File: src/sv/bllca_pkg.sv
// Shared types and constants for the binary-lifting LCA table.
package bllca_pkg;

  // Field widths fixed by the request and result formats
  localparam int NODE_W  = 10;
  localparam int DEPTH_W = 11;

  // Depth saturates here
  localparam logic [DEPTH_W-1:0] DEPTH_CAP = 11'd1024;

  // Request kinds
  typedef enum logic {
    REQ_INSERT = 1'b0,
    REQ_QUERY  = 1'b1
  } req_kind_t;

  // One request
  typedef struct packed {
    logic              req_type;
    logic [NODE_W-1:0] node_id;
    logic [NODE_W-1:0] other_node;
  } in_item_t;

  // One result
  typedef struct packed {
    logic [NODE_W-1:0]  ancestor;
    logic [DEPTH_W-1:0] ancestor_depth;
  } out_item_t;

  // Sequencer states
  typedef enum logic [3:0] {
    ST_IDLE,
    ST_INS_RD,
    ST_INS_WR,
    ST_INS_LRD,
    ST_INS_LWR,
    ST_Q_DU,
    ST_Q_DV,
    ST_Q_ORD,
    ST_Q_LIFT,
    ST_Q_CHK,
    ST_Q_JOINT,
    ST_Q_FIN,
    ST_Q_RGET,
    ST_DEP,
    ST_OUT
  } st_t;

endpackage

File: src/sv/bllca_ctrl.sv
// Sequencer and datapath: insert fill walk, query lift walks, result register.
module bllca_ctrl #(
  parameter int NODES  = 1024,
  parameter int LEVELS = 10,
  localparam int AW = $clog2(NODES),
  localparam int KW = (LEVELS > 1) ? $clog2(LEVELS) : 1,
  localparam int MW = AW + KW
) (
  input  logic                          clk,
  input  logic                          rst_n,
  input  logic                          start,
  output logic                          busy,
  input  bllca_pkg::in_item_t           in_item,
  output logic                          out_valid,
  output bllca_pkg::out_item_t          out_item,
  // depth memory
  output logic                          dm_we,
  output logic [AW-1:0]                 dm_waddr,
  output logic [bllca_pkg::DEPTH_W-1:0] dm_wdata,
  output logic [AW-1:0]                 dm_raddr,
  input  logic [bllca_pkg::DEPTH_W-1:0] dm_rdata,
  // ancestor memory
  output logic                          am_we,
  output logic [MW-1:0]                 am_waddr,
  output logic [bllca_pkg::NODE_W-1:0]  am_wdata,
  output logic [MW-1:0]                 am_raddr_a,
  input  logic [bllca_pkg::NODE_W-1:0]  am_rdata_a,
  output logic [MW-1:0]                 am_raddr_b,
  input  logic [bllca_pkg::NODE_W-1:0]  am_rdata_b
);
  import bllca_pkg::*;

  localparam logic [KW-1:0] K_TOP = KW'(LEVELS - 1);

  st_t                state_r, state_nxt;
  logic [NODE_W-1:0]  a_r, a_nxt;
  logic [NODE_W-1:0]  b_r, b_nxt;
  logic [NODE_W-1:0]  hi_r, hi_nxt;
  logic [NODE_W-1:0]  lo_r, lo_nxt;
  logic [NODE_W-1:0]  r_r, r_nxt;
  logic [DEPTH_W-1:0] du_r, du_nxt;
  logic [DEPTH_W-1:0] d_r, d_nxt;
  logic [LEVELS-1:0]  diff_r, diff_nxt;
  logic [KW-1:0]      k_r, k_nxt;
  logic               pend_r, pend_nxt;
  logic               dsel_r, dsel_nxt;
  logic               out_valid_r, out_valid_nxt;
  out_item_t          out_item_r, out_item_nxt;

  logic [NODE_W-1:0]  a_in, b_in;
  logic [NODE_W-1:0]  hi_cur, lo_cur;
  logic               lift_take, joint_take;
  logic [DEPTH_W-1:0] d_ins;

  function automatic logic [MW-1:0] anc_addr(logic [NODE_W-1:0] node, logic [KW-1:0] lvl);
    anc_addr = {AW'(node), lvl};
  endfunction

  function automatic logic [NODE_W-1:0] clamp_node(logic [NODE_W-1:0] node);
    clamp_node = (32'(node) < NODES) ? node : '0;
  endfunction

  // Request fields, out-of-range nodes fold onto the sentinel
  assign a_in = clamp_node(in_item.node_id);
  assign b_in = clamp_node(in_item.other_node);

  // Resolve the node pair from the read issued last cycle
  assign lift_take  = pend_r && (state_r == ST_Q_LIFT || state_r == ST_Q_CHK);
  assign joint_take = pend_r && (state_r == ST_Q_JOINT || state_r == ST_Q_FIN) &&
                      (am_rdata_a != am_rdata_b);
  assign hi_cur     = (lift_take || joint_take) ? am_rdata_a : hi_r;
  assign lo_cur     = joint_take ? am_rdata_b : lo_r;

  // Saturating depth for an inserted node
  assign d_ins = (dm_rdata >= DEPTH_CAP) ? DEPTH_CAP : dm_rdata + DEPTH_W'(1);

  // Next state
  always_comb begin
    state_nxt = state_r;
    case (state_r)
      ST_IDLE: begin
        if (start) begin
          if (in_item.req_type == REQ_QUERY) begin
            state_nxt = (a_in == b_in) ? ST_DEP : ST_Q_DU;
          end else begin
            state_nxt = (a_in == '0) ? ST_OUT : ST_INS_RD;
          end
        end
      end
      ST_INS_RD:  state_nxt = ST_INS_WR;
      ST_INS_WR:  state_nxt = (LEVELS == 1) ? ST_OUT : ST_INS_LRD;
      ST_INS_LRD: state_nxt = ST_INS_LWR;
      ST_INS_LWR: state_nxt = (k_r == K_TOP) ? ST_OUT : ST_INS_LRD;
      ST_Q_DU:    state_nxt = ST_Q_DV;
      ST_Q_DV:    state_nxt = ST_Q_ORD;
      ST_Q_ORD:   state_nxt = ST_Q_LIFT;
      ST_Q_LIFT:  state_nxt = (k_r == '0) ? ST_Q_CHK : ST_Q_LIFT;
      ST_Q_CHK:   state_nxt = (hi_cur == lo_r) ? ST_DEP : ST_Q_JOINT;
      ST_Q_JOINT: state_nxt = (k_r == '0) ? ST_Q_FIN : ST_Q_JOINT;
      ST_Q_FIN:   state_nxt = ST_Q_RGET;
      ST_Q_RGET:  state_nxt = ST_DEP;
      ST_DEP:     state_nxt = ST_OUT;
      ST_OUT:     state_nxt = ST_IDLE;
      default:    state_nxt = ST_IDLE;
    endcase
  end

  // Datapath and memory accesses per state
  always_comb begin
    a_nxt         = a_r;
    b_nxt         = b_r;
    hi_nxt        = hi_r;
    lo_nxt        = lo_r;
    r_nxt         = r_r;
    du_nxt        = du_r;
    d_nxt         = d_r;
    diff_nxt      = diff_r;
    k_nxt         = k_r;
    pend_nxt      = 1'b0;
    dsel_nxt      = dsel_r;
    out_valid_nxt = 1'b0;
    out_item_nxt  = out_item_r;
    dm_we         = 1'b0;
    dm_waddr      = AW'(a_r);
    dm_wdata      = d_ins;
    dm_raddr      = '0;
    am_we         = 1'b0;
    am_waddr      = anc_addr(a_r, k_r);
    am_wdata      = am_rdata_a;
    am_raddr_a    = '0;
    am_raddr_b    = '0;
    case (state_r)
      ST_IDLE: begin
        a_nxt = a_in;
        b_nxt = b_in;
        if (start) begin
          if (in_item.req_type == REQ_QUERY) begin
            r_nxt = a_in;
          end else begin
            // insert of the sentinel only echoes the parent
            r_nxt    = b_in;
            d_nxt    = '0;
            dsel_nxt = 1'b0;
          end
        end
      end
      ST_INS_RD: begin
        dm_raddr = AW'(b_r);
      end
      ST_INS_WR: begin
        // depth and level 0 of the new node
        dm_we    = 1'b1;
        am_we    = 1'b1;
        am_waddr = anc_addr(a_r, '0);
        am_wdata = b_r;
        hi_nxt   = b_r;
        k_nxt    = KW'(1);
        r_nxt    = b_r;
        d_nxt    = d_ins;
        dsel_nxt = 1'b0;
      end
      ST_INS_LRD: begin
        am_raddr_a = anc_addr(hi_r, k_r - KW'(1));
      end
      ST_INS_LWR: begin
        // level k is the level below of the level-below ancestor
        am_we    = 1'b1;
        am_waddr = anc_addr(a_r, k_r);
        am_wdata = am_rdata_a;
        hi_nxt   = am_rdata_a;
        k_nxt    = k_r + KW'(1);
      end
      ST_Q_DU: begin
        dm_raddr = AW'(a_r);
      end
      ST_Q_DV: begin
        dm_raddr = AW'(b_r);
        du_nxt   = dm_rdata;
      end
      ST_Q_ORD: begin
        // deeper node goes first
        if (du_r > dm_rdata) begin
          hi_nxt   = a_r;
          lo_nxt   = b_r;
          diff_nxt = LEVELS'(du_r - dm_rdata);
        end else begin
          hi_nxt   = b_r;
          lo_nxt   = a_r;
          diff_nxt = LEVELS'(dm_rdata - du_r);
        end
        k_nxt = K_TOP;
      end
      ST_Q_LIFT: begin
        hi_nxt = hi_cur;
        if (diff_r[k_r]) begin
          am_raddr_a = anc_addr(hi_cur, k_r);
          pend_nxt   = 1'b1;
        end
        k_nxt = k_r - KW'(1);
      end
      ST_Q_CHK: begin
        hi_nxt = hi_cur;
        r_nxt  = hi_cur;
        k_nxt  = K_TOP;
      end
      ST_Q_JOINT: begin
        // lift both while their ancestors differ
        hi_nxt     = hi_cur;
        lo_nxt     = lo_cur;
        am_raddr_a = anc_addr(hi_cur, k_r);
        am_raddr_b = anc_addr(lo_cur, k_r);
        pend_nxt   = 1'b1;
        k_nxt      = k_r - KW'(1);
      end
      ST_Q_FIN: begin
        hi_nxt     = hi_cur;
        am_raddr_a = anc_addr(hi_cur, '0);
      end
      ST_Q_RGET: begin
        r_nxt = am_rdata_a;
      end
      ST_DEP: begin
        dm_raddr = AW'(r_r);
        dsel_nxt = 1'b1;
      end
      ST_OUT: begin
        out_valid_nxt               = 1'b1;
        out_item_nxt.ancestor       = r_r;
        out_item_nxt.ancestor_depth = dsel_r ? dm_rdata : d_r;
      end
      default: begin
      end
    endcase
  end

  // Control registers
  always_ff @(posedge clk) begin
    if (!rst_n) begin
      state_r     <= ST_IDLE;
      pend_r      <= 1'b0;
      out_valid_r <= 1'b0;
    end else begin
      state_r     <= state_nxt;
      pend_r      <= pend_nxt;
      out_valid_r <= out_valid_nxt;
    end
  end

  // Payload registers
  always_ff @(posedge clk) begin
    a_r        <= a_nxt;
    b_r        <= b_nxt;
    hi_r       <= hi_nxt;
    lo_r       <= lo_nxt;
    r_r        <= r_nxt;
    du_r       <= du_nxt;
    d_r        <= d_nxt;
    diff_r     <= diff_nxt;
    k_r        <= k_nxt;
    dsel_r     <= dsel_nxt;
    out_item_r <= out_item_nxt;
  end

  assign busy      = (state_r != ST_IDLE);
  assign out_valid = out_valid_r;
  assign out_item  = out_item_r;

endmodule

File: config.mk
export PLATFORM = sky130hd
export DESIGN_NAME = bllca_ctrl
export DESIGN_NICKNAME = d
export VERILOG_FILES = /design/src/sv/bllca_pkg.sv /design/src/sv/bllca_ctrl.sv
export SDC_FILE = /design/constraint.sdc
export NUM_CORES = 1
export LEC_CHECK = 0
export BUFFER_PORTS_ARGS = -buffer_cell sky130_fd_sc_hd__buf_4
export CAP_MARGIN = 10
export CORE_ASPECT_RATIO = 1.25
export CORE_UTILIZATION = 50
export CTS_CLUSTER_SIZE = 28
export DETAILED_ROUTE_END_ITERATION = 7
export PLACE_DENSITY = 0.74
export SLEW_MARGIN = 30
export SYNTH_ARGS = -nofsm -noshare
export SYNTH_HDL_FRONTEND = slang
export SYNTH_SLANG_ARGS = --single-unit
File: constraint.sdc
create_clock -name clk -period 3.7 [get_ports clk]
set_clock_uncertainty 0.2 [all_clocks]
set_input_delay 0.74 -clock clk [delete_from_list [all_inputs] [get_ports clk]]
set_output_delay 0.74 -clock clk [all_outputs]
set_load 0.01 [all_outputs]
=== After elaboration in Yosys (flattened, before gate mapping) ===
Index checks and enable logic that the tools add are counted.

* Memories kept: 0
* Input bits: 55
* Word-level logic and storage cells: 108
* ROM bits: 0
* Bits in latches: 0
* RAM bits: 0
* Register bits after elaboration: 114
* Output and inout port bits: 108

* $mul: 0
* Eq/ne operators: 20
* Add/subtract/negate cells: 5
* Mux-type cells: 41
* Magnitude comparators: 3
* Reductions and logical operators: 24
* Divide/modulo/power cells: 0
* Bitwise logic cells: 0
* Shift operators: 0

{| class="wikitable"
|+ Operators with widths
! operator !! count
|-
| $mux 10 || 8
|-
| $pmux 10 s4 || 2
|-
| $pmux 14 s4 || 1
|-
| $pmux 4 s14 || 1
|-
| $mux 11 || 4
|-
| $eq 4x4->1 const B || 8
|-
| $pmux 10 s3 || 1
|-
| $mux 14 || 2
|-
| $mux 4 || 6
|-
| $pmux 11 s2 || 1
|-
| $eq 10x10->1 || 2
|-
| $pmux 10 s2 || 1
|-
| $sub 10x10->10 || 2
|-
| $eq 4x3->1 const B || 4
|-
| $pmux 4 s4 || 1
|-
| $reduce_bool 4->1 || 4
|-
| $add 11x1->11 const B || 1
|-
| $ge 11x11->1 const B || 1
|-
| $gt 11x11->1 || 1
|-
| $logic_not 10->1 || 1
|-
| $ne 10x10->1 || 1
|-
| $mux 1 || 9
|-
| $eq 4x2->1 const B || 2
|-
| $logic_not 4->1 || 2
|-
| other kinds (17) || 27
|}

=== Longest topological paths before layout ===
* Depth in word-level cells: 9
* Gate-level depth with buffers: 12
* Mapped depth without buffers: 10

=== Least setup slack after synthesis ===
Ideal clock, no wire load.

* Path kind: input -> output
* From: input port am_rdata_a[0] (netlist bit)
* To: output port am_raddr_a[10]
* Data required time: 2.760 ns
* Stages on the path: 8
* Arrival time: 2.466 ns
* Setup slack: 0.294 ns
* Path buffers: 2
* Cell sequence: clkbuf_1 > xnor2_1 > nand4_1 > nor4_1 > a21oi_1 > buf_2 > o21ai_2 > a22o_1

* Longest elaborated chain between the ends: 6

{| class="wikitable"
|+ RTL lines
! element !! RTL line !! text
|-
| from (decl) || bllca_ctrl.sv:27 || <nowiki>input logic [bllca_pkg::NODE_W-1:0] am_rdata_a,</nowiki>
|-
| $ne 10x10->1 (*) || bllca_ctrl.sv:70 || <nowiki>(am_rdata_a != am_rdata_b);</nowiki>
|-
| $logic_and 1x1->1 (*) || bllca_ctrl.sv:69 || <nowiki>assign joint_take = pend_r && (state_r == ST_Q_JOINT || state_r == ST_Q_FIN) &&</nowiki>
|-
| $logic_or 1x1->1 (*) || bllca_ctrl.sv:71 || <nowiki>assign hi_cur = (lift_take || joint_take) ? am_rdata_a : hi_r;</nowiki>
|-
| $mux 10 (*) || bllca_ctrl.sv:71 ||
|-
| $mux 14 || bllca_ctrl.sv:195 || <nowiki>if (diff_r[k_r]) begin</nowiki>
|-
| $pmux 14 s4 (*) || bllca_ctrl.sv:132 || <nowiki>case (state_r)</nowiki>
|-
| to (decl) || bllca_ctrl.sv:26 || <nowiki>output logic [MW-1:0] am_raddr_a,</nowiki>
|}

Mark *: on every way between the ends. The rest lies on a longest branch, timed or not.

=== Worst setup path in the final report ===
* From: register k_r[0]
* To: output port am_raddr_a[13]

* Longest elaborated chain between the ends: 4

{| class="wikitable"
|+ RTL lines
! element !! RTL line !! text
|-
| from (decl) || bllca_ctrl.sv:44 || <nowiki>logic [KW-1:0] k_r, k_nxt;</nowiki>
|-
| from (signal assigned) || bllca_ctrl.sv:259 || <nowiki>k_r <= k_nxt;</nowiki>
|-
| $bmux 1 s4 || bllca_ctrl.sv:195 ||
|-
| $mux 1 (implied by the code) || bllca_ctrl.sv:195 ||
|-
| $mux 14 || bllca_ctrl.sv:195 ||
|-
| $pmux 14 s4 || bllca_ctrl.sv:132 ||
|}

Every way passes these cells. The select of a mux whose other input is x is not followed.

==> run metrics <==
fin. max-slew vios 0; clock root buffer clkbuf_16; CP endpoint kind output pin; dpl hpwl between 15 and 20 mm; Worst slew margin a little under half; setup TNS 0 ns; commonest non-fill, non-tap cell in the layout buf_4; post-synth cell types 64; post-synthesis register bit count approximately 110; sequential cell area fraction in the yosys report a little under half; ys flop type edfxtp_1; layout cells sized above 1 28.90%; post-layout min period between 3 and 4 ns; diodes inserted 0; post-synthesis area per instance around 10 µm²; Leak between 3 and 4 nW; synthesized cell area 7430 µm²; maxcap violations 0; total number of vias around 6600; 1st-iter DRT viols between 700 and 800; Row Count 49; Nets 973; first-pass GRT wire length 35.75 mm; GRT Total Usage between 20 and 30%; Hold Crit Class flip-flop to flip-flop; area grow syn2layout 27.62%; largest net degree at the start of global routing 27; IO Port Bufs roughly 160; Initial Util 51.35%; die extent in x ~110 µm; initial antenna violation count 0; final hold vios 0; clk slew on worst S/H paths around 0.06 ns; Mapped Cells roughly 730; final core utilization between 60 and 70%; Final ANT Viol Nets 0; WP data arrival ~2.6 ns; CP Launch Type flip-flop; WL final 22.96 mm; die span in y between 100 and 150 µm; number of buffers created by CTS 17; Die ar. 15350 µm²; fmax around 280 MHz; part of the cycle the worst path needs between 90 and 100%; clk buf depth 2; Async S/R FF share, synth 0%; drt first pass iters 8; final setup vio count 0; failing checks design-rule violations; worst endpoint required time between 2 and 3 ns; Power, Total 6.712 mW; routability cong. between 0.9 and 1; EDFF count, synth ~110; core area roughly 14000 µm²; Clock H-tree levels 4; Post-CTS Hold Buffers 0; Clock Latency Late Sink 0.42 ns; Peak VDD IR between 0.0005 and 0.0006 V; final hold slack around 0.26 ns; drt drc 22; most frequent cells in the layout buf_4 (198), edfxtp_1 (108), nand2_1 (83); largest fanout on the critical path 10; WL per Instance 21.23 µm; via count of the first global-routing pass 6438; WS Path Type flip-flop to output pin; RSZ-0062 raised after global routing no; Pwr per Cell Area about 700 nW/µm²; syn_nets a little over 800; Clock Sinks around 110; slew at the pin with the worst max-slew slack between 0.7 and 0.8 ns; TritonCTS clock tree built; I/O pin total between 150 and 200; via/cell ratio around 6.2; GR Overflow Total 0; status finished with violations; Ys Warns 0
[per-stage QoR]
step                std cells  setup slack (ns)  cell area [µm²]
detailed placement       1046           0.06315             8871
global placement         1046           0.07926             8871
global route             1081           0.02003             9482
floorplan                 726            0.2945             7430
finish                   1081            0.1477             9482
CTS                      1078           0.02260             9438
[cells in the mapped netlist (all sizes together), types with 4 or more instances]
cell type,number,area share [%]
o221ai,12,1.4
buf,22,1.8
o21bai,13,1.3
and2,8,0.71
a22o,10,1.2
edfxtp,108,44
nand2,83,4.2
mux2,15,2.3
o22ai,4,0.34
nor4,7,0.59
clkbuf,31,1.6
xnor2,35,4.1
nor2,59,3.0
a21oi,16,1.1
xor2,20,2.4
dfxtp,6,1.6
mux2i,48,6.5
and3,4,0.34
a31oi,6,0.59
o21ai,23,1.6
nand3,15,1.1
nand4,7,0.59
a22oi,10,1.0
a222oi,20,2.7
inv,49,2.5
ha,26,4.4
nor3,21,1.5
[report_power, final]
group	internal [mW]	total, mW	switching, mW
combinational	1.11	2.64	1.53
sequential	2.01	2.50	0.496
clock	0.889	1.57	0.683
[path summary, 6_finish.rpt]
kind	from	end	slack (ns)	cells past startpoint
max reg2reg	du_r[1]$_DFFE_PP_	diff_r[8]$_DFFE_PP_	0.49	10
max	k_r[0]$_DFFE_PP_	am_raddr_a[13]	0.15	9
min reg2reg	r_r[7]$_DFFE_PP_	out_item[18]$_DFFE_PP_	0.26	0
min	r_r[7]$_DFFE_PP_	out_item[18]$_DFFE_PP_	0.26	0
[metal layers]
layer	vias up	GRT usage (%)	routed length, µm
met2	445	45.68	10340
met4	0	9.104	550
met3	50	7.453	2569
met5	-	0	0
li1	2999	-	-
met1	3155	41.86	9493
[layout make-up]
| cell class | count | area [µm²] |
|---|---|---|
| clock buffer | 17 | 425.4 |
| inverter | 52 | 198.9 |
| clock inverter | 15 | 138.9 |
| multi-input combinational | 507 | 3646 |
| fill | 1142 | 4987 |
| sequential | 114 | 3363 |
| tap | 178 | 222.7 |
| timing repair buffer | 198 | 1486 |
[sequential cells by signal, summed over array words and instances, names as in the netlist]
name / flops
r_r: 10
k_r: 4
d_r: 11
lo_r: 10
dm_waddr: 10
dsel_r: 1
state_r: 4
hi_r: 10
diff_r: 10
out_valid: 1
out_item: 21
pend_r: 1
b_r: 10
du_r: 11
[critical path, stage by stage, from the launching register on]
cell and delay (ns):
edfxtp_1 0.47, mux4_2 0.54, mux2i_1 0.14, o21ai_1 0.11, a21o_1 0.20, nand2_1 0.14
o21ai_2 0.06, buf_4 0.18, a22o_1 0.20, buf_4 0.14
[what timing repair did]
item	CTS	global route
resized for setup	1	4
endpoints found under the setup margin	10	12
pin swaps	0	0
setup buffers	0	3
[cell families after synthesis]
family / count (synthesis) / synth area share [%]
and+or+nand+nor: 212 / 12.66
muxes: 65 / 9.347
AOI/OAI and AO/OA: 147 / 15.29
adders and majority gates: 28 / 4.917
buffers and inverters: 105 / 6.029
xor gates and xnor gates: 55 / 6.484
DFF: 114 / 45.27
Note: power is estimated with default switching activity, not from simulation.
